[src/rtl/bin_norm_pkg.sv]
// ----------------------------------------------------------------------------
// Binarized image normalizer package
// Shared constants, register indexes, status codes and the read-info struct.
// ----------------------------------------------------------------------------
package bin_norm_pkg;

  // Default frame store geometry
  localparam int MAX_WIDTH_DEF  = 512;
  localparam int MAX_HEIGHT_DEF = 512;

  // Configuration port
  localparam int CFG_IDX_W  = 3;
  localparam int CFG_DATA_W = 16;

  localparam logic [CFG_IDX_W-1:0] CFG_FRAME_WIDTH    = 3'd0;
  localparam logic [CFG_IDX_W-1:0] CFG_FRAME_HEIGHT   = 3'd1;
  localparam logic [CFG_IDX_W-1:0] CFG_FRAME_GAP      = 3'd2;
  localparam logic [CFG_IDX_W-1:0] CFG_GRAY_THRESHOLD = 3'd3;
  localparam logic [CFG_IDX_W-1:0] CFG_NONBW_RATIO    = 3'd4;

  // Register field widths
  localparam int DIM_CFG_W = 10;
  localparam int GAP_W     = 9;
  localparam int PIX_W     = 8;
  localparam int RATIO_W   = 16;
  localparam int STATUS_W  = 2;

  // Register reset values
  localparam logic [DIM_CFG_W-1:0] WIDTH_RST     = 10'd512;
  localparam logic [DIM_CFG_W-1:0] HEIGHT_RST    = 10'd512;
  localparam logic [GAP_W-1:0]     GAP_RST       = 9'd1;
  localparam logic [PIX_W-1:0]     THRESHOLD_RST = 8'd128;
  localparam logic [RATIO_W-1:0]   RATIO_RST     = 16'd256;

  // Pixel levels
  localparam logic [PIX_W-1:0] PIX_BLACK = 8'd0;
  localparam logic [PIX_W-1:0] PIX_WHITE = 8'd255;

  // Result status codes
  localparam logic [STATUS_W-1:0] ST_KEPT     = 2'd0;
  localparam logic [STATUS_W-1:0] ST_INVERTED = 2'd1;
  localparam logic [STATUS_W-1:0] ST_UNCHANGED = 2'd2;
  localparam logic [STATUS_W-1:0] ST_WRONG    = 2'd3;

  // Per-read control carried from the address stage to the fix-up stage
  typedef struct packed {
    logic             valid;
    logic             inner;
    logic             last;
    logic             binarized;
    logic             invert;
    logic             wrong;
    logic [PIX_W-1:0] threshold;
  } rd_info_t;

endpackage

[src/rtl/bin_norm_fix.sv]
// ----------------------------------------------------------------------------
// Binarized image normalizer fix-up stage
// When the frame is binarized, cleans gray pixels and applies inversion;
// the result is registered in every case.
module bin_norm_fix (
  input  logic                                 clk,
  input  logic                                 rst_n,
  input  bin_norm_pkg::rd_info_t               info,
  input  logic [bin_norm_pkg::PIX_W-1:0]       rd_pixel,
  output logic                                 out_valid,
  output logic [bin_norm_pkg::PIX_W-1:0]       out_pixel_out,
  output logic [bin_norm_pkg::STATUS_W-1:0]    out_status,
  output logic                                 out_last
);

  logic                              valid_r;
  logic [bin_norm_pkg::PIX_W-1:0]    pixel_r, pixel_nxt;
  logic [bin_norm_pkg::STATUS_W-1:0] status_r, status_nxt;
  logic                              last_r;
  logic [bin_norm_pkg::PIX_W-1:0]    fixed;
  logic                              is_gray;

  assign is_gray = (rd_pixel != bin_norm_pkg::PIX_BLACK) &&
                   (rd_pixel != bin_norm_pkg::PIX_WHITE);

  always_comb begin
    fixed = rd_pixel;
    if (is_gray) begin
      fixed = (info.inner && (rd_pixel < info.threshold)) ? bin_norm_pkg::PIX_BLACK
                                                          : bin_norm_pkg::PIX_WHITE;
    end
  end

  always_comb begin
    pixel_nxt  = rd_pixel;
    status_nxt = bin_norm_pkg::ST_UNCHANGED;
    if (info.binarized) begin
      pixel_nxt  = fixed;
      status_nxt = bin_norm_pkg::ST_KEPT;
      if (info.invert) begin
        if (info.wrong) begin
          status_nxt = bin_norm_pkg::ST_WRONG;
        end else begin
          status_nxt = bin_norm_pkg::ST_INVERTED;
          pixel_nxt  = (fixed == bin_norm_pkg::PIX_BLACK) ? bin_norm_pkg::PIX_WHITE
                                                          : bin_norm_pkg::PIX_BLACK;
        end
      end
    end
  end

  always_ff @(posedge clk) begin
    if (!rst_n) begin
      valid_r <= 1'b0;
    end else begin
      valid_r <= info.valid;
    end
  end

  always_ff @(posedge clk) begin
    pixel_r  <= pixel_nxt;
    status_r <= status_nxt;
    last_r   <= info.last;
  end

  assign out_valid     = valid_r;
  assign out_pixel_out = pixel_r;
  assign out_status    = status_r;
  assign out_last      = last_r;

endmodule

[config.mk]
export PLATFORM = sky130hd
export DESIGN_NAME = bin_norm_fix
export DESIGN_NICKNAME = d
export VERILOG_FILES = /design/src/rtl/bin_norm_pkg.sv /design/src/rtl/bin_norm_fix.sv
export SDC_FILE = /design/constraint.sdc
export NUM_CORES = 1
export LEC_CHECK = 0
export BUFFER_PORTS_ARGS = -buffer_cell sky130_fd_sc_hd__buf_2
export CORE_UTILIZATION = 45
export CTS_BUF_LIST = sky130_fd_sc_hd__clkbuf_2
export CTS_CLUSTER_SIZE = 16
export DETAILED_ROUTE_END_ITERATION = 8
export PLACE_DENSITY = 0.79
export SYNTH_ARGS = -nofsm -noshare
export SYNTH_HDL_FRONTEND = slang
export SYNTH_SLANG_ARGS = --single-unit
[constraint.sdc]
create_clock -name clk -period 3.1 [get_ports clk]
set_clock_uncertainty 0.15 [all_clocks]
set_input_delay 0.62 -clock clk [delete_from_list [all_inputs] [get_ports clk]]
set_output_delay 0.62 -clock clk [all_outputs]
set_load 0.05 [all_outputs]
# Word level (Yosys, flattened, before mapping)
# Index checks and enable logic that the tools add are counted.
[classes]
div = 0
reduce_logical = 5
n_mul = 0
eq_ne = 1
magnitude_cmp = 1
add_sub_neg = 0
muxes = 8
n_shift = 0
bitwise = 0
[ops]
columns = ["op", "count"]
rows = [
  ["8-bit 2-to-1 mux", 6],
  ["8-bit zero test", 1],
  ["8-bit less-than comparator", 1],
  ["8-bit inequality test, second input constant", 1],
  ["8-bit nonzero test", 1],
  ["2-bit 2-to-1 mux", 2],
  ["1-bit logical AND", 2],
  ["2-bit AND reduction", 1],
]
[totals]
n_memories = 0
regBits = 12
output_inout_bits = 12
latch_bits = 0
inputBits = 24
rom_bits = 0
mem_bits_rw = 0
word_cells = 20

# Longest topological paths before layout
# Gate-level depths: netlist of the first run.
[depth]
depth_word = 9
depth_mapped = 7
mapped_depth_nobuf = 7

# Least setup slack after synthesis of the first run
# No wires, ideal clock.
[synth_path]
path_kind = "input-to-reg"
startpoint = "in info[2] (netlist name)"
endpoint = "reg pixel_r, in the netlist out_pixel_out[0]"
setup_slack_ns = 0.975
setup_ns = 0.125
arrival_time_ns = 1.850
t_required_ns = 2.825
path_buffers = 0
path_stages = 7
path_cell_list = "inv_1 ha_1 a211o_1 a31oi_1 o2111ai_2 mux2i_4 nand2_1"
[synth_via]
elab_chain_len = 9
[synth_rtl]
columns = ["element", "line_no", "rtl"]
rows = [
  ["from (decl)", "bin_norm_fix.sv:8", "input bin_norm_pkg::rd_info_t info,"],
  ["8-bit less-than comparator (*)", "bin_norm_fix.sv:29", "fixed = (info.inner && (rd_pixel < info.threshold)) ? bin_norm_pkg::PIX_BLACK"],
  ["1-bit logical AND (*)", "bin_norm_fix.sv:29", ""],
  ["8-bit 2-to-1 mux (*)", "bin_norm_fix.sv:29", ""],
  ["8-bit 2-to-1 mux (*)", "bin_norm_fix.sv:28", "if (is_gray) begin"],
  ["8-bit zero test", "bin_norm_fix.sv:45", "pixel_nxt = (fixed == bin_norm_pkg::PIX_BLACK) ? bin_norm_pkg::PIX_WHITE"],
  ["8-bit 2-to-1 mux", "bin_norm_fix.sv:45", ""],
  ["8-bit 2-to-1 mux", "bin_norm_fix.sv:41", "if (info.wrong) begin"],
  ["8-bit 2-to-1 mux (*)", "bin_norm_fix.sv:40", "if (info.invert) begin"],
  ["8-bit 2-to-1 mux (*)", "bin_norm_fix.sv:37", "if (info.binarized) begin"],
  ["via pixel_nxt (one bit)", "bin_norm_fix.sv:17", "logic [bin_norm_pkg::PIX_W-1:0] pixel_r, pixel_nxt;"],
  ["to (signal assigned)", "bin_norm_fix.sv:61", "pixel_r <= pixel_nxt;"],
  ["to (decl)", "bin_norm_fix.sv:17", ""],
]
# Mark *: on every way through the listed nets, which the timed path passes. The rest lies on a longest branch.
# A chain may end at the register's enable or synchronous reset.

# Worst setup path in the final report of the first run
[layout_path]
startpoint = "in rd_pixel[2] (netlist name)"
endpoint = "reg pixel_r, in the netlist out_pixel_out[6]"
[layout_via]
elab_chain_len = 9
word_cells_on_any_way = 12
cone_classes = "1 x order compare; 1 x eq/ne; 6 x mux; 4 x reduce/logical"
[layout_rtl]
columns = ["element", "line_no", "rtl"]
rows = [
  ["from (decl)", "bin_norm_fix.sv:9", "input logic [bin_norm_pkg::PIX_W-1:0] rd_pixel,"],
  ["8-bit less-than comparator", "bin_norm_fix.sv:29", ""],
  ["1-bit logical AND", "bin_norm_fix.sv:29", ""],
  ["8-bit 2-to-1 mux", "bin_norm_fix.sv:29", ""],
  ["8-bit 2-to-1 mux (*)", "bin_norm_fix.sv:28", ""],
  ["8-bit zero test", "bin_norm_fix.sv:45", ""],
  ["8-bit 2-to-1 mux", "bin_norm_fix.sv:45", ""],
  ["8-bit 2-to-1 mux", "bin_norm_fix.sv:41", ""],
  ["8-bit 2-to-1 mux (*)", "bin_norm_fix.sv:40", ""],
  ["8-bit 2-to-1 mux (*)", "bin_norm_fix.sv:37", ""],
  ["via pixel_nxt (one bit)", "bin_norm_fix.sv:17", ""],
]
# Marks and branches as above.

==> flow_summary.ini, run 1 <==
[finish]
finalCoreUtilization_pct = 69.7
drive_gt1_share_pct = 39.6
final_area_um2 = 827
seqCellArea_um2 = 240
area_growth_pct = 34.3
antenna_cells = 0
nFillCells = 101
fin_nets = 138
multiInputGateArea_um2 = 342

[clocking]
cts.repair.resized = 0
numCtsBuffers = 3
clockRootBuffer = clkbuf_2
cts.htree.levels = 1
post_cts_buffers = 0
clk_path_buf_depth = 2
cts_tree = done
cts_hold_buf = 0
cts.clk_slew.worst_paths_ns = 0.11
cts.sinks = 12

[logic_synthesis]
syn_area_per_cell_um2 = 9.19
synthesis.area_um2 = 616
synth_seq_area_share_pct = 39.0
yosysTopAreaCellShare_pct = 39.0
yosys.area.top_type = dfxtp_1
synth_flop_cell = dfxtp_1
syn-instance-count = 67
synth_edf_count = 0
synth_cell_types = 23
synth_area_leaders = dfxtp_1 (39%), ha_1 (14%), a21oi_1 (6.5%)
synth_warnings = 0
yosys_register_bits = 12
synthArstFlopShare_pct = 0
synth_nets = 98

[sta]
final-hold-violation-count = 0
setup_tns_ns = 0
holdWs_ns = 0.306
fmax_ghz = 0.489
finalCriticalPeriod_ns = 2.04
setup_ws_ns = 1.06
worst-slew-pin-transition_ns = 0.371
slew_headroom_pct = 75.1
finalCritPeriodShare_pct = 66.0
rsz0062_at_grt = false
finalMaxSlewViolations = 0
setup_violations = 0

[floorplan]
pin_count = 36
rows = 12
die_area_um2 = 1520
die_w_um = 39.0
start_util_pct = 51.9
die_h_um = 39.0
coreArea_um2 = 1190

[global_route]
grt_pass1_vias = 508
grt_max_degree = 11
grt_pass1_wl_um = 1970
grtUsageTotal_pct = 19.8
antenna_found_initial = 0
grt.overflow.total = 0

[worst_hold_path]
hp-class = in -> reg
hp-start = info[11]
hold_end = out_last
min_path_cells = 1

[place]
dp_slack_ns = 0.769
hpwl_um = 1080
portBuffers = 35
postPlaceCellArea_um2 = 808
gp_congestion = 0.797

[routing]
num_vias = 600
drt-pass1-iter-count = 4
ant_nets = 0
drt-initial-drc-count = 12
wirelength_um = 1310
routedWlPerCell_um = 10.9
via_per_inst = 5.00
remaining_drc_errors = 0

[power_and_ir_drop]
leakage_nw = 0.455
worst_ir_drop_vdd_mv = 0.349
cellPowerDensity_nw_per_um2 = 455

[status]
status = completed

[critical_path]
critPathCaptureType = flip-flop
arrival_ns = 2.04
path_max_fanout = 8
cp-start-kind = input port
crit_type = in -> reg
cp.required_ns = 3.10

[flow_run]
max_cap_viol_count = 0
-- power breakdown --
part | total [mW] | internal (mW) | switching, mW
Combinational | 0.128 | 0.0399 | 0.0881
Clock | 0.0766 | 0.0280 | 0.0485
Sequential | 0.171 | 0.169 | 0.00289
Total | 0.376 | 0.236 | 0.140
-- stage by stage --
step	power [mW]	instances
6_report	0.376	120
3_3_place_gp	0.301	116
5_1_grt	0.400	120
3_5_place_dp	0.303	116
2_1_floorplan	0.264	67
4_1_cts	0.380	120
-- cell usage in the layout, fill, tap and decap left out, drive strengths merged --
master,n
a211o,2
a211oi,1
a21oi,9
a31oi,1
and2,2
and4,1
buf,35
clkbuf,3
clkinv,2
dfxtp,12
ha,7
inv,8
mux2i,1
nand2,10
nand3,1
nand4,2
nor2b,1
nor4,2
o2111ai,1
o211a,1
o211ai,1
o21ai,1
or2b,1
or3,1
-- metal layers --
metal | vias to the layer above | wire, um | track usage (%)
met5 | - | 0 | 0
met4 | 0 | 4 | 6.90
met3 | 2 | 114 | 12.7
met1 | 252 | 581 | 21.5
met2 | 31 | 612 | 30.8
li1 | 315 | - | -
-- how the worst max path moves through the flow --
stage / start / endpoint / cells after the start / slack, ns
after floorplan: info[2] / out_pixel_out[0] / 7 / 0.98
after global placement: rd_pixel[2] / out_pixel_out[5] / 7 / 0.81
after detailed placement: rd_pixel[2] / out_pixel_out[7] / 7 / 0.77
after CTS: rd_pixel[2] / out_pixel_out[7] / 7 / 1.07
after global routing: rd_pixel[7] / out_pixel_out[5] / 7 / 1.00
final: rd_pixel[2] / out_pixel_out[6] / 7 / 1.06
-- cell type report --
cell class / count / area share (%)
clock buffers: 3 / 1.82
clock inverters: 1 / 0.454
inverters: 9 / 4.08
multi-input cells: 46 / 41.3
flip-flops and latches: 12 / 29.0
well taps: 14 / 2.12
repair buffers: 35 / 21.2
-- sequential cells by signal, indices dropped and copies added (netlist names) --
| register | cells |
|---|---|
| out_pixel_out | 8 |
| out_status | 2 |
| out_last | 1 |
| out_valid | 1 |
-- Yosys cell counts (2+ instances only) --
cell type,n
nand4_1,2
a21oi_1,8
nand2_1,10
dfxtp_1,12
a211o_1,2
ha_1,7
inv_1,8
and2_1,2
nor4_1,2
-- critical path, cell delays in order --
cell	delay, ns
buf_2	0.12
ha_1	0.28
a211o_1	0.29
a31oi_1	0.17
o2111ai_2	0.16
mux2i_4	0.30
nand2_1	0.09
-- cells by family after synthesis --
logic type      after synthesis  share of synthesized area [%]
simple gates                 21                           17.7
compound gates               17                           19.9
flops                        12                           39.0
buf+inv                       9                           5.49
fa+ha+maj                     7                           14.2
mux                           1                           3.66
Note: power is estimated with default switching activity, not from simulation.
==> inputs of run 2 (changes only) <==
- CORE_UTILIZATION: 45 -> 44
- PLACE_DENSITY: 0.79 -> 0.78
- clock period: 3.1 -> 1.9 ns (I/O delays scaled with it)
==> run 2 against run 1 <==
Compared with the run above:
- global-route usage up 1.9 points
- utilization increased by 1.2 points
- sequential share of layout area decreased by 3.0 points
- combinational power up 81%
- critical path depth unchanged
- routed wire length is 11% higher
- die area up 2.2%
- setup slack got worse by 0.94 ns
- worst hold slack lost 0.25 ns
- critical path type unchanged
- highest routed layer unchanged
==> flow_summary.ini, run 2 (synthesized netlist as in run 1, its figures left out) <==
[status]
status = completed

[critical_path]
path_max_fanout = 8
arrival_ns = 1.79
cpPeakStageDelay_ns = 0.29
cp-start-kind = input port
cp_slowest_cell = mux2i_4
critPathTopFamily = compound AO/OA/AOI/OAI gates
cp.required_ns = 1.90
crit_buf_inv = 1
critPathCaptureType = flip-flop
crit_type = in -> reg
cp_cell_sequence = buf_2 -> ha_4 -> a211o_1 -> a31oi_1 -> o2111ai_2 -> mux2i_4 -> nand2_1

[power_and_ir_drop]
power_frac_seq_pct = 43.8
pwr-share-comb_pct = 36.3
netSwitchingPower_mw = 0.238
p_sw_share_pct = 37.1
worst_ir_drop_vdd_mv = 0.343
clock_power_share_pct = 20.0
power.internal_mw = 0.403
leakage_nw = 0.507
cellPowerDensity_nw_per_um2 = 694

[sta]
final-hold-violation-count = 0
finalCriticalPeriod_ns = 1.79
holdWs_ns = 0.0572
setup_violations = 0
rsz0062_at_grt = false
fmax_ghz = 0.559
finalMaxSlewViolations = 0
slew_headroom_pct = 71.6
worst-slew-pin-transition_ns = 0.424
finalCritPeriodShare_pct = 94.1

[global_route]
grt.overflow.total = 0
grt_pass1_vias = 547
antenna_found_initial = 0
grtUsageTotal_pct = 21.7
grt_pass1_wl_um = 2230
grt_max_degree = 10

[floorplan]
die_area_um2 = 1550
die_w_um = 39.4
die_h_um = 39.4
coreArea_um2 = 1300
pin_count = 36
start_util_pct = 47.3
rows = 13

[finish]
antenna_cells = 0
drive_gt1_share_pct = 47.0
final_common_cell = buf_2
multiInputGateArea_um2 = 354
area_growth_pct = 50.0
seqCellArea_um2 = 240
final_area_um2 = 923
most-common-layout-cells = buf_2 (35), dfxtp_1 (12), buf_4 (11)
nFillCells = 112
fin_nets = 149
largest_reg_flops = 8

[routing]
wl_met1_um = 609
drt-initial-drc-count = 9
met3_length_um = 55
wirelength_um = 1450
via_per_inst = 5.13
drt-pass1-iter-count = 4
remaining_drc_errors = 0
routedWlPerCell_um = 11.0
num_vias = 677
wl_met2_um = 781
top_layer = met4
ant_nets = 0

[place]
gp_congestion = 0.803
postPlaceCellArea_um2 = 892
portBuffers = 35
hpwl_um = 1160

[clocking]
numCtsBuffers = 3
post_cts_buffers = 0
cts_tree = done
cts.sinks = 12
clockRootBuffer = clkbuf_2
cts.htree.levels = 1
cts.clk_slew.worst_paths_ns = 0.11
cts_hold_buf = 0
clk_path_buf_depth = 2

[flow_run]
max_cap_viol_count = 0

[worst_hold_path]
hp-class = in -> reg
run 2: changes by cell type in the layout (fill, tap and decap cells not counted):
cell | previous run | this run
buf_4 | 0 | 11
ha_1 | 7 | 6
ha_4 | 0 | 1
inv_1 | 8 | 7
inv_2 | 0 | 1
run 2: routing by layer:
metal / up-vias / track usage [%]
met5: - / 0
met4: 0 / 5.17
met3: 2 / 6.25
met2: 25 / 38.9
met1: 309 / 24.7
li1: 341 / -
run 2: final cells by class:
cell class              instances  share of cell area, %
well taps                      15                   2.03
clock buffers                   3                   1.63
repair buffers                 46                   27.9
clock inverters                 1                  0.407
inverters                       9                   3.66
multi-input cells              46                   38.3
flip-flops and latches         12                   26.0
run 2: timing repair:
item | CTS | global route
endpoints found under the hold margin | 0 | 0
resized for setup | 0 | 2
endpoints found under the setup margin | 0 | 4
run 2: metrics by stage:
stage / total power, mW / TNS [ns] / worst slack (ns) / utilization (%) / cells
2_1_floorplan: 0.431 / 0 / 0.0151 / - / 67
3_3_place_gp: 0.510 / -0.989 / -0.145 / 68.6 / 128
3_5_place_dp: 0.515 / -1.32 / -0.192 / 68.6 / 128
4_1_cts: 0.644 / 0 / 0.103 / 70.0 / 132
5_1_grt: 0.680 / 0 / 0.0170 / 71.0 / 132
6_report: 0.641 / 0 / 0.112 / 71.0 / 132
run 2: worst paths after layout:
| check | start | end | slack, ns | depth (start not counted) |
|---|---|---|---|---|
| max | rd_pixel[2] | out_pixel_out[7] | 0.11 | 7 |
| min | info[11] | out_last | 0.06 | 1 |
run 2: power by group through the flow:
stage / Sequential (mW) / Combinational (mW) / Clock [mW]
after floorplan: 0.372 / 0.0590 / 0
after global placement: 0.285 / 0.225 / 0
after detailed placement: 0.286 / 0.229 / 0
after CTS: 0.281 / 0.230 / 0.134
after global routing: 0.284 / 0.252 / 0.144
final: 0.281 / 0.232 / 0.128
