[src/rtl/bin_norm_pkg.sv]
// ----------------------------------------------------------------------------
// Binarized image normalizer package
// Shared constants, register indexes, status codes and the read-info struct.
// ----------------------------------------------------------------------------
package bin_norm_pkg;

  // Default frame store geometry
  localparam int MAX_WIDTH_DEF  = 512;
  localparam int MAX_HEIGHT_DEF = 512;

  // Configuration port
  localparam int CFG_IDX_W  = 3;
  localparam int CFG_DATA_W = 16;

  localparam logic [CFG_IDX_W-1:0] CFG_FRAME_WIDTH    = 3'd0;
  localparam logic [CFG_IDX_W-1:0] CFG_FRAME_HEIGHT   = 3'd1;
  localparam logic [CFG_IDX_W-1:0] CFG_FRAME_GAP      = 3'd2;
  localparam logic [CFG_IDX_W-1:0] CFG_GRAY_THRESHOLD = 3'd3;
  localparam logic [CFG_IDX_W-1:0] CFG_NONBW_RATIO    = 3'd4;

  // Register field widths
  localparam int DIM_CFG_W = 10;
  localparam int GAP_W     = 9;
  localparam int PIX_W     = 8;
  localparam int RATIO_W   = 16;
  localparam int STATUS_W  = 2;

  // Register reset values
  localparam logic [DIM_CFG_W-1:0] WIDTH_RST     = 10'd512;
  localparam logic [DIM_CFG_W-1:0] HEIGHT_RST    = 10'd512;
  localparam logic [GAP_W-1:0]     GAP_RST       = 9'd1;
  localparam logic [PIX_W-1:0]     THRESHOLD_RST = 8'd128;
  localparam logic [RATIO_W-1:0]   RATIO_RST     = 16'd256;

  // Pixel levels
  localparam logic [PIX_W-1:0] PIX_BLACK = 8'd0;
  localparam logic [PIX_W-1:0] PIX_WHITE = 8'd255;

  // Result status codes
  localparam logic [STATUS_W-1:0] ST_KEPT     = 2'd0;
  localparam logic [STATUS_W-1:0] ST_INVERTED = 2'd1;
  localparam logic [STATUS_W-1:0] ST_UNCHANGED = 2'd2;
  localparam logic [STATUS_W-1:0] ST_WRONG    = 2'd3;

  // Per-read control carried from the address stage to the fix-up stage
  typedef struct packed {
    logic             valid;
    logic             inner;
    logic             last;
    logic             binarized;
    logic             invert;
    logic             wrong;
    logic [PIX_W-1:0] threshold;
  } rd_info_t;

endpackage

[src/rtl/bin_norm_ctrl.sv]
// ----------------------------------------------------------------------------
// Binarized image normalizer control stage
// Config registers, pixel counters, load and read positions, store
// addressing and per-read frame status.
// ----------------------------------------------------------------------------
module bin_norm_ctrl #(
  parameter int MAX_WIDTH  = bin_norm_pkg::MAX_WIDTH_DEF,
  parameter int MAX_HEIGHT = bin_norm_pkg::MAX_HEIGHT_DEF
) (
  input  logic                                      clk,
  input  logic                                      rst_n,
  input  logic                                      accept,
  input  logic                                      in_mode,
  input  logic [bin_norm_pkg::PIX_W-1:0]            in_pixel,
  input  logic                                      in_frame_start,
  input  logic                                      cfg_we,
  input  logic [bin_norm_pkg::CFG_IDX_W-1:0]        cfg_index,
  input  logic [bin_norm_pkg::CFG_DATA_W-1:0]       cfg_wdata,
  output logic                                      ram_we,
  output logic [$clog2(MAX_WIDTH*MAX_HEIGHT)-1:0]   ram_waddr,
  output logic [bin_norm_pkg::PIX_W-1:0]            ram_wdata,
  output logic                                      ram_re,
  output logic [$clog2(MAX_WIDTH*MAX_HEIGHT)-1:0]   ram_raddr,
  output bin_norm_pkg::rd_info_t                    info
);

  localparam int DEPTH = MAX_WIDTH * MAX_HEIGHT;
  localparam int AW    = $clog2(DEPTH);
  localparam int CW    = AW + 1;
  localparam int XW    = $clog2(MAX_WIDTH);
  localparam int YW    = $clog2(MAX_HEIGHT);
  localparam int WW    = $clog2(MAX_WIDTH + 1);
  localparam int HW    = $clog2(MAX_HEIGHT + 1);
  localparam int XSW   = ((WW > bin_norm_pkg::GAP_W) ? WW : bin_norm_pkg::GAP_W) + 1;
  localparam int YSW   = ((HW > bin_norm_pkg::GAP_W) ? HW : bin_norm_pkg::GAP_W) + 1;
  localparam int CMPW  = CW + bin_norm_pkg::RATIO_W;

  // Configuration registers
  logic [bin_norm_pkg::DIM_CFG_W-1:0] width_r, height_r;
  logic [bin_norm_pkg::GAP_W-1:0]     gap_r;
  logic [bin_norm_pkg::PIX_W-1:0]     thr_r;
  logic [bin_norm_pkg::RATIO_W-1:0]   ratio_r;

  // Counters and positions
  logic [CW-1:0] black_r, black_nxt;
  logic [CW-1:0] white_r, white_nxt;
  logic [CW-1:0] gray_r, gray_nxt;
  logic [CW-1:0] pos_r, pos_nxt;
  logic [XW-1:0] col_r, col_nxt;
  logic [YW-1:0] row_r, row_nxt;
  bin_norm_pkg::rd_info_t info_r, info_nxt;

  logic [WW-1:0]    eff_w;
  logic [HW-1:0]    eff_h;
  logic [WW+HW-1:0] total_prod;
  logic [CW-1:0]    total;
  logic [CW-1:0]    pos_base;
  logic [CW-1:0]    black_base, white_base, gray_base;
  logic             store_ok;
  logic             oob;
  logic [XW-1:0]    x;
  logic [YW-1:0]    y;
  logic [YW+WW-1:0] row_base;
  logic             x_last, y_last;
  logic             inner;
  logic [CW:0]      bw_sum;
  logic [CMPW-1:0]  weighted;
  logic             binarized;

  // Clamp the frame dimensions: zero acts as one, oversize as the maximum
  always_comb begin
    if (width_r == '0) begin
      eff_w = WW'(1);
    end else if (32'(width_r) > MAX_WIDTH) begin
      eff_w = WW'(MAX_WIDTH);
    end else begin
      eff_w = WW'(width_r);
    end
    if (height_r == '0) begin
      eff_h = HW'(1);
    end else if (32'(height_r) > MAX_HEIGHT) begin
      eff_h = HW'(MAX_HEIGHT);
    end else begin
      eff_h = HW'(height_r);
    end
  end

  assign total_prod = (WW+HW)'(eff_w) * (WW+HW)'(eff_h);
  assign total      = CW'(total_prod);

  // Load side
  assign pos_base   = in_frame_start ? '0 : pos_r;
  assign black_base = in_frame_start ? '0 : black_r;
  assign white_base = in_frame_start ? '0 : white_r;
  assign gray_base  = in_frame_start ? '0 : gray_r;
  assign store_ok   = pos_base < total;

  // Read side: restart at the origin when the position left the frame
  assign oob = (WW'(col_r) >= eff_w) || (HW'(row_r) >= eff_h);
  assign x   = oob ? '0 : col_r;
  assign y   = oob ? '0 : row_r;

  assign row_base = (YW+WW)'(y) * (YW+WW)'(eff_w);
  assign x_last   = (WW'(x) == eff_w - WW'(1));
  assign y_last   = (HW'(y) == eff_h - HW'(1));

  assign inner = (XSW'(x) > XSW'(gap_r)) && (YSW'(y) > YSW'(gap_r)) &&
                 (XSW'(x) + XSW'(gap_r) < XSW'(eff_w)) &&
                 (YSW'(y) + YSW'(gap_r) < YSW'(eff_h));

  // Frame status from the counts seen at this read
  assign bw_sum    = (CW+1)'(black_r) + (CW+1)'(white_r);
  assign weighted  = CMPW'(ratio_r) * CMPW'(gray_r);
  assign binarized = weighted < CMPW'({bw_sum, 8'h00});

  always_comb begin
    black_nxt = black_r;
    white_nxt = white_r;
    gray_nxt  = gray_r;
    pos_nxt   = pos_r;
    col_nxt   = col_r;
    row_nxt   = row_r;
    info_nxt  = '0;
    if (accept && !in_mode) begin
      black_nxt = black_base;
      white_nxt = white_base;
      gray_nxt  = gray_base;
      pos_nxt   = pos_base;
      if (in_frame_start) begin
        col_nxt = '0;
        row_nxt = '0;
      end
      if (store_ok) begin
        pos_nxt = pos_base + CW'(1);
        if (in_pixel == bin_norm_pkg::PIX_BLACK) begin
          black_nxt = black_base + CW'(1);
        end else if (in_pixel == bin_norm_pkg::PIX_WHITE) begin
          white_nxt = white_base + CW'(1);
        end else begin
          gray_nxt = gray_base + CW'(1);
        end
      end
    end else if (accept && in_mode) begin
      if (x_last) begin
        col_nxt = '0;
        row_nxt = y_last ? '0 : y + YW'(1);
      end else begin
        col_nxt = x + XW'(1);
        row_nxt = y;
      end
      info_nxt.valid     = 1'b1;
      info_nxt.inner     = inner;
      info_nxt.last      = x_last && y_last;
      info_nxt.binarized = binarized;
      info_nxt.invert    = (CW+1)'(black_r) > {white_r, 1'b0};
      info_nxt.wrong     = (white_r == '0);
      info_nxt.threshold = thr_r;
    end
  end

  always_ff @(posedge clk) begin
    if (!rst_n) begin
      width_r  <= bin_norm_pkg::WIDTH_RST;
      height_r <= bin_norm_pkg::HEIGHT_RST;
      gap_r    <= bin_norm_pkg::GAP_RST;
      thr_r    <= bin_norm_pkg::THRESHOLD_RST;
      ratio_r  <= bin_norm_pkg::RATIO_RST;
    end else if (cfg_we) begin
      case (cfg_index)
        bin_norm_pkg::CFG_FRAME_WIDTH:    width_r  <= cfg_wdata[bin_norm_pkg::DIM_CFG_W-1:0];
        bin_norm_pkg::CFG_FRAME_HEIGHT:   height_r <= cfg_wdata[bin_norm_pkg::DIM_CFG_W-1:0];
        bin_norm_pkg::CFG_FRAME_GAP:      gap_r    <= cfg_wdata[bin_norm_pkg::GAP_W-1:0];
        bin_norm_pkg::CFG_GRAY_THRESHOLD: thr_r    <= cfg_wdata[bin_norm_pkg::PIX_W-1:0];
        bin_norm_pkg::CFG_NONBW_RATIO:    ratio_r  <= cfg_wdata[bin_norm_pkg::RATIO_W-1:0];
        default: ;
      endcase
    end
  end

  always_ff @(posedge clk) begin
    if (!rst_n) begin
      black_r <= '0;
      white_r <= '0;
      gray_r  <= '0;
      pos_r   <= '0;
      col_r   <= '0;
      row_r   <= '0;
      info_r  <= '0;
    end else begin
      black_r <= black_nxt;
      white_r <= white_nxt;
      gray_r  <= gray_nxt;
      pos_r   <= pos_nxt;
      col_r   <= col_nxt;
      row_r   <= row_nxt;
      info_r  <= info_nxt;
    end
  end

  assign ram_we    = accept && !in_mode && store_ok;
  assign ram_waddr = AW'(pos_base);
  assign ram_wdata = in_pixel;
  assign ram_re    = accept && in_mode;
  assign ram_raddr = AW'(row_base) + AW'(x);
  assign info      = info_r;

endmodule

[config.mk]
export PLATFORM = sky130hd
export DESIGN_NAME = bin_norm_ctrl
export DESIGN_NICKNAME = d
export VERILOG_FILES = /design/src/rtl/bin_norm_pkg.sv /design/src/rtl/bin_norm_ctrl.sv
export SDC_FILE = /design/constraint.sdc
export NUM_CORES = 2
export LEC_CHECK = 0
export BUFFER_PORTS_ARGS = -buffer_cell sky130_fd_sc_hd__clkbuf_2
export CAP_MARGIN = 0
export CORE_MARGIN = 10
export CORE_UTILIZATION = 65
export CTS_CLUSTER_SIZE = 12
export DETAILED_ROUTE_END_ITERATION = 7
export PLACE_DENSITY = 0.79
export RECOVER_POWER = 100
export SYNTH_ARGS = -nofsm -noshare
export SYNTH_HDL_FRONTEND = slang
export SYNTH_SLANG_ARGS = --single-unit
[constraint.sdc]
create_clock -name clk -period 13.7 [get_ports clk]
set_input_delay 3.425 -clock clk [delete_from_list [all_inputs] [get_ports clk]]
set_output_delay 3.425 -clock clk [all_outputs]
set_load 0.1 [all_outputs]
After elaboration in Yosys (flattened, before gate mapping) --
Cells that the tools add are included. W data, S select, Z words.
Word-level totals: flip-flop bits (word level) 161, word-level logic and storage cells 105, input port bits 33, output and inout bits 60
Cells by class: mux-type cells 28, add/subtract/negate cells 12, reduce and logical (&&, ||, !) cells 23, multipliers 3, bitwise operators 2, equal/unequal tests 8, $lt $le $gt $ge 11
Operators by type and width (number):
- $mux W19 | 13
- $mux W9 | 10
- $add A19 B1 Y19 const B | 4
- $mux W10 | 4
- $lt A35 B28 Y1 | 1
- $mul A16 B19 Y35 | 1
- $add A19 B19 Y20 | 1
- $add A9 B9 Y10 | 2
- $eq A9 B10 Y1 | 2
- $ge A9 B10 Y1 | 2
- $gt A10 B10 Y1 const B | 2
- $gt A19 B20 Y1 | 1
- $logic_not A10 Y1 | 2
- $lt A10 B10 Y1 | 2
- $sub A10 B1 Y10 const B | 2
- $logic_not A19 Y1 | 1
- $lt A19 B19 Y1 | 1
- $mul A10 B10 Y19 | 1
- $add A18 B9 Y18 | 1
- $add A9 B1 Y9 const B | 2
- $gt A9 B9 Y1 | 2
- $mul A9 B10 Y18 | 1
- $mux W14 | 1
- $reduce_and A2 Y1 | 6
- 14 further kinds | 22

Longest topological paths before layout --
word-level depth 11, depth in mapped cells 37, depth with buffers taken out 33

Worst setup path after synthesis --
No wires, ideal clock.
path type reg-to-output, start register height_r[9] (netlist bit), end output ram_raddr[16], slack 1.444 ns, required time 10.275 ns, stages on the path, launching flop included 30, path buffers 3, arrival time 8.831 ns, path through dfxtp_1 -> clkbuf_1 -> clkbuf_1 -> nor2b_1 -> inv_1 -> clkbuf_1 -> ha_1 -> o21a_1 -> o21ai_0 -> nand2b_1 -> a32oi_1 -> nand2_1 -> nor2_1 -> nand2_1 -> fa_1 -> inv_1 -> fa_1 -> fa_1 -> fa_1 -> inv_1 -> fa_1 -> inv_1 -> ha_1 -> and3_1 -> a21oi_1 -> o21ai_0 -> o41ai_1 -> o2111ai_1 -> a21o_1 -> xor2_1
On the way: cells in the longest elaborated chain, start to end 8, elaborated cells between the ends (all ways) 10, those cells by class add/sub (1); mul (1); order compare (2); mux (4); reduce/logical (2)
RTL lines:
- start: declaration | RTL line bin_norm_ctrl.sv:39 | logic [bin_norm_pkg::DIM_CFG_W-1:0] width_r, height_r;
- start signal: assignment | RTL line bin_norm_ctrl.sv:164 | height_r <= bin_norm_pkg::HEIGHT_RST;
- start signal: assignment | RTL line bin_norm_ctrl.sv:171 | bin_norm_pkg::CFG_FRAME_HEIGHT: height_r <= cfg_wdata[bin_norm_pkg::DIM_CFG_W-1:0];
- $gt A10 B10 Y1 | RTL line bin_norm_ctrl.sv:81 | end else if (32'(height_r) > MAX_HEIGHT) begin
- $mux W10 | RTL line bin_norm_ctrl.sv:81
- $mux W10 * | RTL line bin_norm_ctrl.sv:79 | if (height_r == '0) begin
- $ge A9 B10 Y1 * | RTL line bin_norm_ctrl.sv:99 | assign oob = (WW'(col_r) >= eff_w) || (HW'(row_r) >= eff_h);
- $logic_or A1 B1 Y1 * | RTL line bin_norm_ctrl.sv:99
- $mux W9 | RTL line bin_norm_ctrl.sv:101 | assign y = oob ? '0 : row_r;
- $mul A9 B10 Y18 | RTL line bin_norm_ctrl.sv:103 | assign row_base = (YW+WW)'(y) * (YW+WW)'(eff_w);
- $add A18 B9 Y18 * | RTL line bin_norm_ctrl.sv:204 | assign ram_raddr = AW'(row_base) + AW'(x);
- end: declaration | RTL line bin_norm_ctrl.sv:23 | output logic [$clog2(MAX_WIDTH*MAX_HEIGHT)-1:0] ram_raddr,
Every way passes the cells marked *; elsewhere a longest branch is shown, timed or not.

Final worst setup path --
start register width_r[9] (netlist bit), end output ram_we
On the way: cells in the longest elaborated chain, start to end 6, elaborated cells between the ends (all ways) 7, those cells by class mul (1); order compare (2); mux (2); reduce/logical (2)
RTL lines:
- start: declaration | RTL line bin_norm_ctrl.sv:39
- start signal: assignment | RTL line bin_norm_ctrl.sv:163 | width_r <= bin_norm_pkg::WIDTH_RST;
- start signal: assignment | RTL line bin_norm_ctrl.sv:170 | bin_norm_pkg::CFG_FRAME_WIDTH: width_r <= cfg_wdata[bin_norm_pkg::DIM_CFG_W-1:0];
- $gt A10 B10 Y1 | RTL line bin_norm_ctrl.sv:74 | end else if (32'(width_r) > MAX_WIDTH) begin
- $mux W10 | RTL line bin_norm_ctrl.sv:74
- $mux W10 * | RTL line bin_norm_ctrl.sv:72 | if (width_r == '0) begin
- $mul A10 B10 Y19 * | RTL line bin_norm_ctrl.sv:88 | assign total_prod = (WW+HW)'(eff_w) * (WW+HW)'(eff_h);
- $lt A19 B19 Y1 * | RTL line bin_norm_ctrl.sv:96 | assign store_ok = pos_base < total;
- $logic_and A1 B1 Y1 * | RTL line bin_norm_ctrl.sv:200 | assign ram_we = accept && !in_mode && store_ok;
- end: declaration | RTL line bin_norm_ctrl.sv:19 | output logic ram_we,
Marks and branches as above.

==> qor.csv <==
metric;value;unit
largest area contributor in the synthesized netlist;fa_1;
Starting Density;65.6;%
Clock Skews;0.0173;ns
initial DRC count;2320;
cts bufs inserted;17;
Worst Hold Class;reg2reg;
cell mode on critical path;inv_1;
RSZ-0062 raised after global routing;false;
final setup TNS;0;ns
worst-case clock buffer depth;2;
Via Count;23993;
global-route wire length before repair;130;mm
yosys warns;0;
largest net degree at the start of global routing;78;
1st-pass router iterations;6;
Worst-path clk slew;0.08;ns
Hold-fix buffers, CTS;0;
Routed Antenna Nets;0;
failing checks;capacitance limit, slew limit;
filler cell count;3625;
Slew @ Worst Pin;2.87;ns
clk_lat worst skew;0.49;ns
Int Pwr;792;uW
Worst Path Required;10.27;ns
Highest Clock Rate;0.0762;GHz
combinational share of power;10.6;%
Overflow after GRT;0;
Die Span Y;228;um
Main synth FF type;dfxtp_1;
Placer Congestion;1.01;
Max Slew Vio Count;157;
DP HPWL;63.2;mm
sequential power share;42.9;%
Synth Instances;3456;
commonest non-fill, non-tap cell in the layout;nand2_1;
Total Wirelength;79.3;mm
Setup violations, final;0;
Sw Share;29.9;%
VDD IR max;0.105;mV
TritonCTS clock tree;yes;
total net switching power;338;uW
fin crit period;13.12;ns
via-per-instance ratio;5.93;
Final period util;95.8;%
root buffer cell;clkbuf_16;
Leakage;14.4;nW
die area;0.0521;mm2
Port-buffer cells;92;
drc violations;0;
status;complete, but fails checks;
Post-synth EDFFs;0;
Final Hold Viols;0;
worst-path fanout max;26;
CP startpoint kind;flip-flop;
Clk pwr share;46.5;%
antenna violations before repair;4;
Cell Count Post-Placement;4012;
max_cap viols;3;
Post-synth ARST share;0;%
most frequent cells in the layout;nand2_1 (574), inv_1 (496), ha_1 (368), fa_1 (360), nor2_1 (210);
top post-synthesis cells by area;fa_1 (26%), ha_1 (16%), dfxtp_1 (11%), nand2_1 (7.7%), inv_1 (6.6%);
CP endpoint kind;output port;
number of synthesized register bits;161;
syn_nets;4217;
Avg Inst Size Synth;8.15;um2
Area Growth Syn to Fin;4.70;%
vias in the first global route;24337;
wire length per cell;19.6;um
num rows;76;
Sink Count;161;
slowest stage delay, CP;0.81;ns
post-synthesis cell type count;88;
share of cells above drive strength 1;3.99;%
GRT Util Overall;30.8;%
nets;4207;
Die W;228;um
Synth top area share;25.6;%
crit path kind;reg2out;
CP max stage cell;inv_1;
Layout Cells excl Fill;4046;
htree depth;4;
Mapped Area;0.0282;mm2
power density cells;38.3;mW/mm2
Core ar.;0.0430;mm2
IO Pins;93;
Worst Path Arrival;9.70;ns
sequential area share after synthesis;11.4;%
Slew HR;-91.5;%
[through the flow]
stage | util, % | total power [mW] | cell area, um2 | setup slack (ns) | hold slack, ns
detailed placement | 67.5 | 0.613 | 29000 | 1.28 | 0.440
floorplan | - | 0.575 | 28200 | 1.44 | 0.430
global route | 68.6 | 1.16 | 29500 | 0.168 | 0.484
global placement | 67.5 | 0.610 | 29000 | 1.53 | 0.437
CTS | 69.0 | 1.13 | 29600 | 0.734 | 0.456
finish | 68.7 | 1.13 | 29500 | 0.579 | 0.456
[final timing paths]
path                                  from         to  slack (ns)  cells after the start
worst min register to register    thr_r[1]    info[1]        0.46                      1
worst max register to register  width_r[9]  pos_r[18]        2.79                     33
worst max-delay path            width_r[9]     ram_we        0.58                     30
worst min-delay path              thr_r[1]    info[1]        0.46                      1
[Yosys cell counts (68+ instances only)]
cell	instances
nand2_1	575
xnor2_1	81
fa_1	360
a21oi_1	103
nand3_1	81
clkbuf_1	138
xor2_1	77
dfxtp_1	161
ha_1	368
inv_1	495
and2_1	166
nor2_1	209
o21ai_0	68
[metal layers]
metal | part of all wire [%] | track usage, % | routed length (um) | vias to the layer above
met3 | 11 | 9.01 | 8710 | 136
met1 | 44 | 42.8 | 34600 | 11643
met2 | 43 | 45.9 | 34200 | 1160
met5 | 0.025 | 0 | 20 | -
li1 | - | - | - | 11050
met4 | 2.2 | 8.21 | 1740 | 4
[logic make-up after synthesis]
logic type | share of synthesized area (%)
AND/OR/NAND/NOR | 22.6
adder cells (fa/ha/maj) | 41.9
buffers and inverters | 9.04
AO/OA/AOI/OAI | 9.77
flip-flops | 11.4
XOR/XNOR | 4.91
multiplexers | 0.377
[critical path, delay by kind of cell, from the launching register on]
kind / cells / cell delay, ns
and+or+nand+nor: 4 / 1.39
adders and majority gates: 7 / 2.59
xor gates and xnor gates: 1 / 0.17
buffers and inverters: 8 / 2.32
AOI/OAI and AO/OA: 10 / 2.21
DFF: 1 / 0.50
[repair_timing]
action | in CTS | in global routing
buffers inserted | 0 | 0
setup endpoints to repair | 0 | 1
resized for setup | 0 | 2
endpoints found under the hold margin | 0 | 0
[power by group through the flow]
stage	Sequential, mW	Combinational (mW)	Clock [mW]
6_report	0.484	0.120	0.525
3_5_place_dp	0.494	0.118	0
4_1_cts	0.484	0.119	0.528
5_1_grt	0.485	0.129	0.547
3_3_place_gp	0.494	0.116	0
2_1_floorplan	0.490	0.0847	0
[layout make-up]
class / count / area (um2) / share of cell area [%]
Antenna cell: 2 / 5.00 / 0.0170
Clock buffer: 19 / 453 / 1.54
Clock inverter: 13 / 163 / 0.551
Inverter: 504 / 1890 / 6.41
Multi-Input combinational cell: 2630 / 22400 / 75.8
Sequential cell: 161 / 3220 / 10.9
Tap cell: 585 / 732 / 2.48
Timing Repair Buffer: 132 / 678 / 2.30
[sequential cells by signal, indices dropped and copies added, names as in the netlist]
signal    flops
gray_r       19
pos_r        19
height_r     10
width_r      10
col_r         9
info         14
black_r      19
thr_r         8
row_r         9
white_r      19
gap_r         9
ratio_r      16
(Power assumes the default switching activity.)
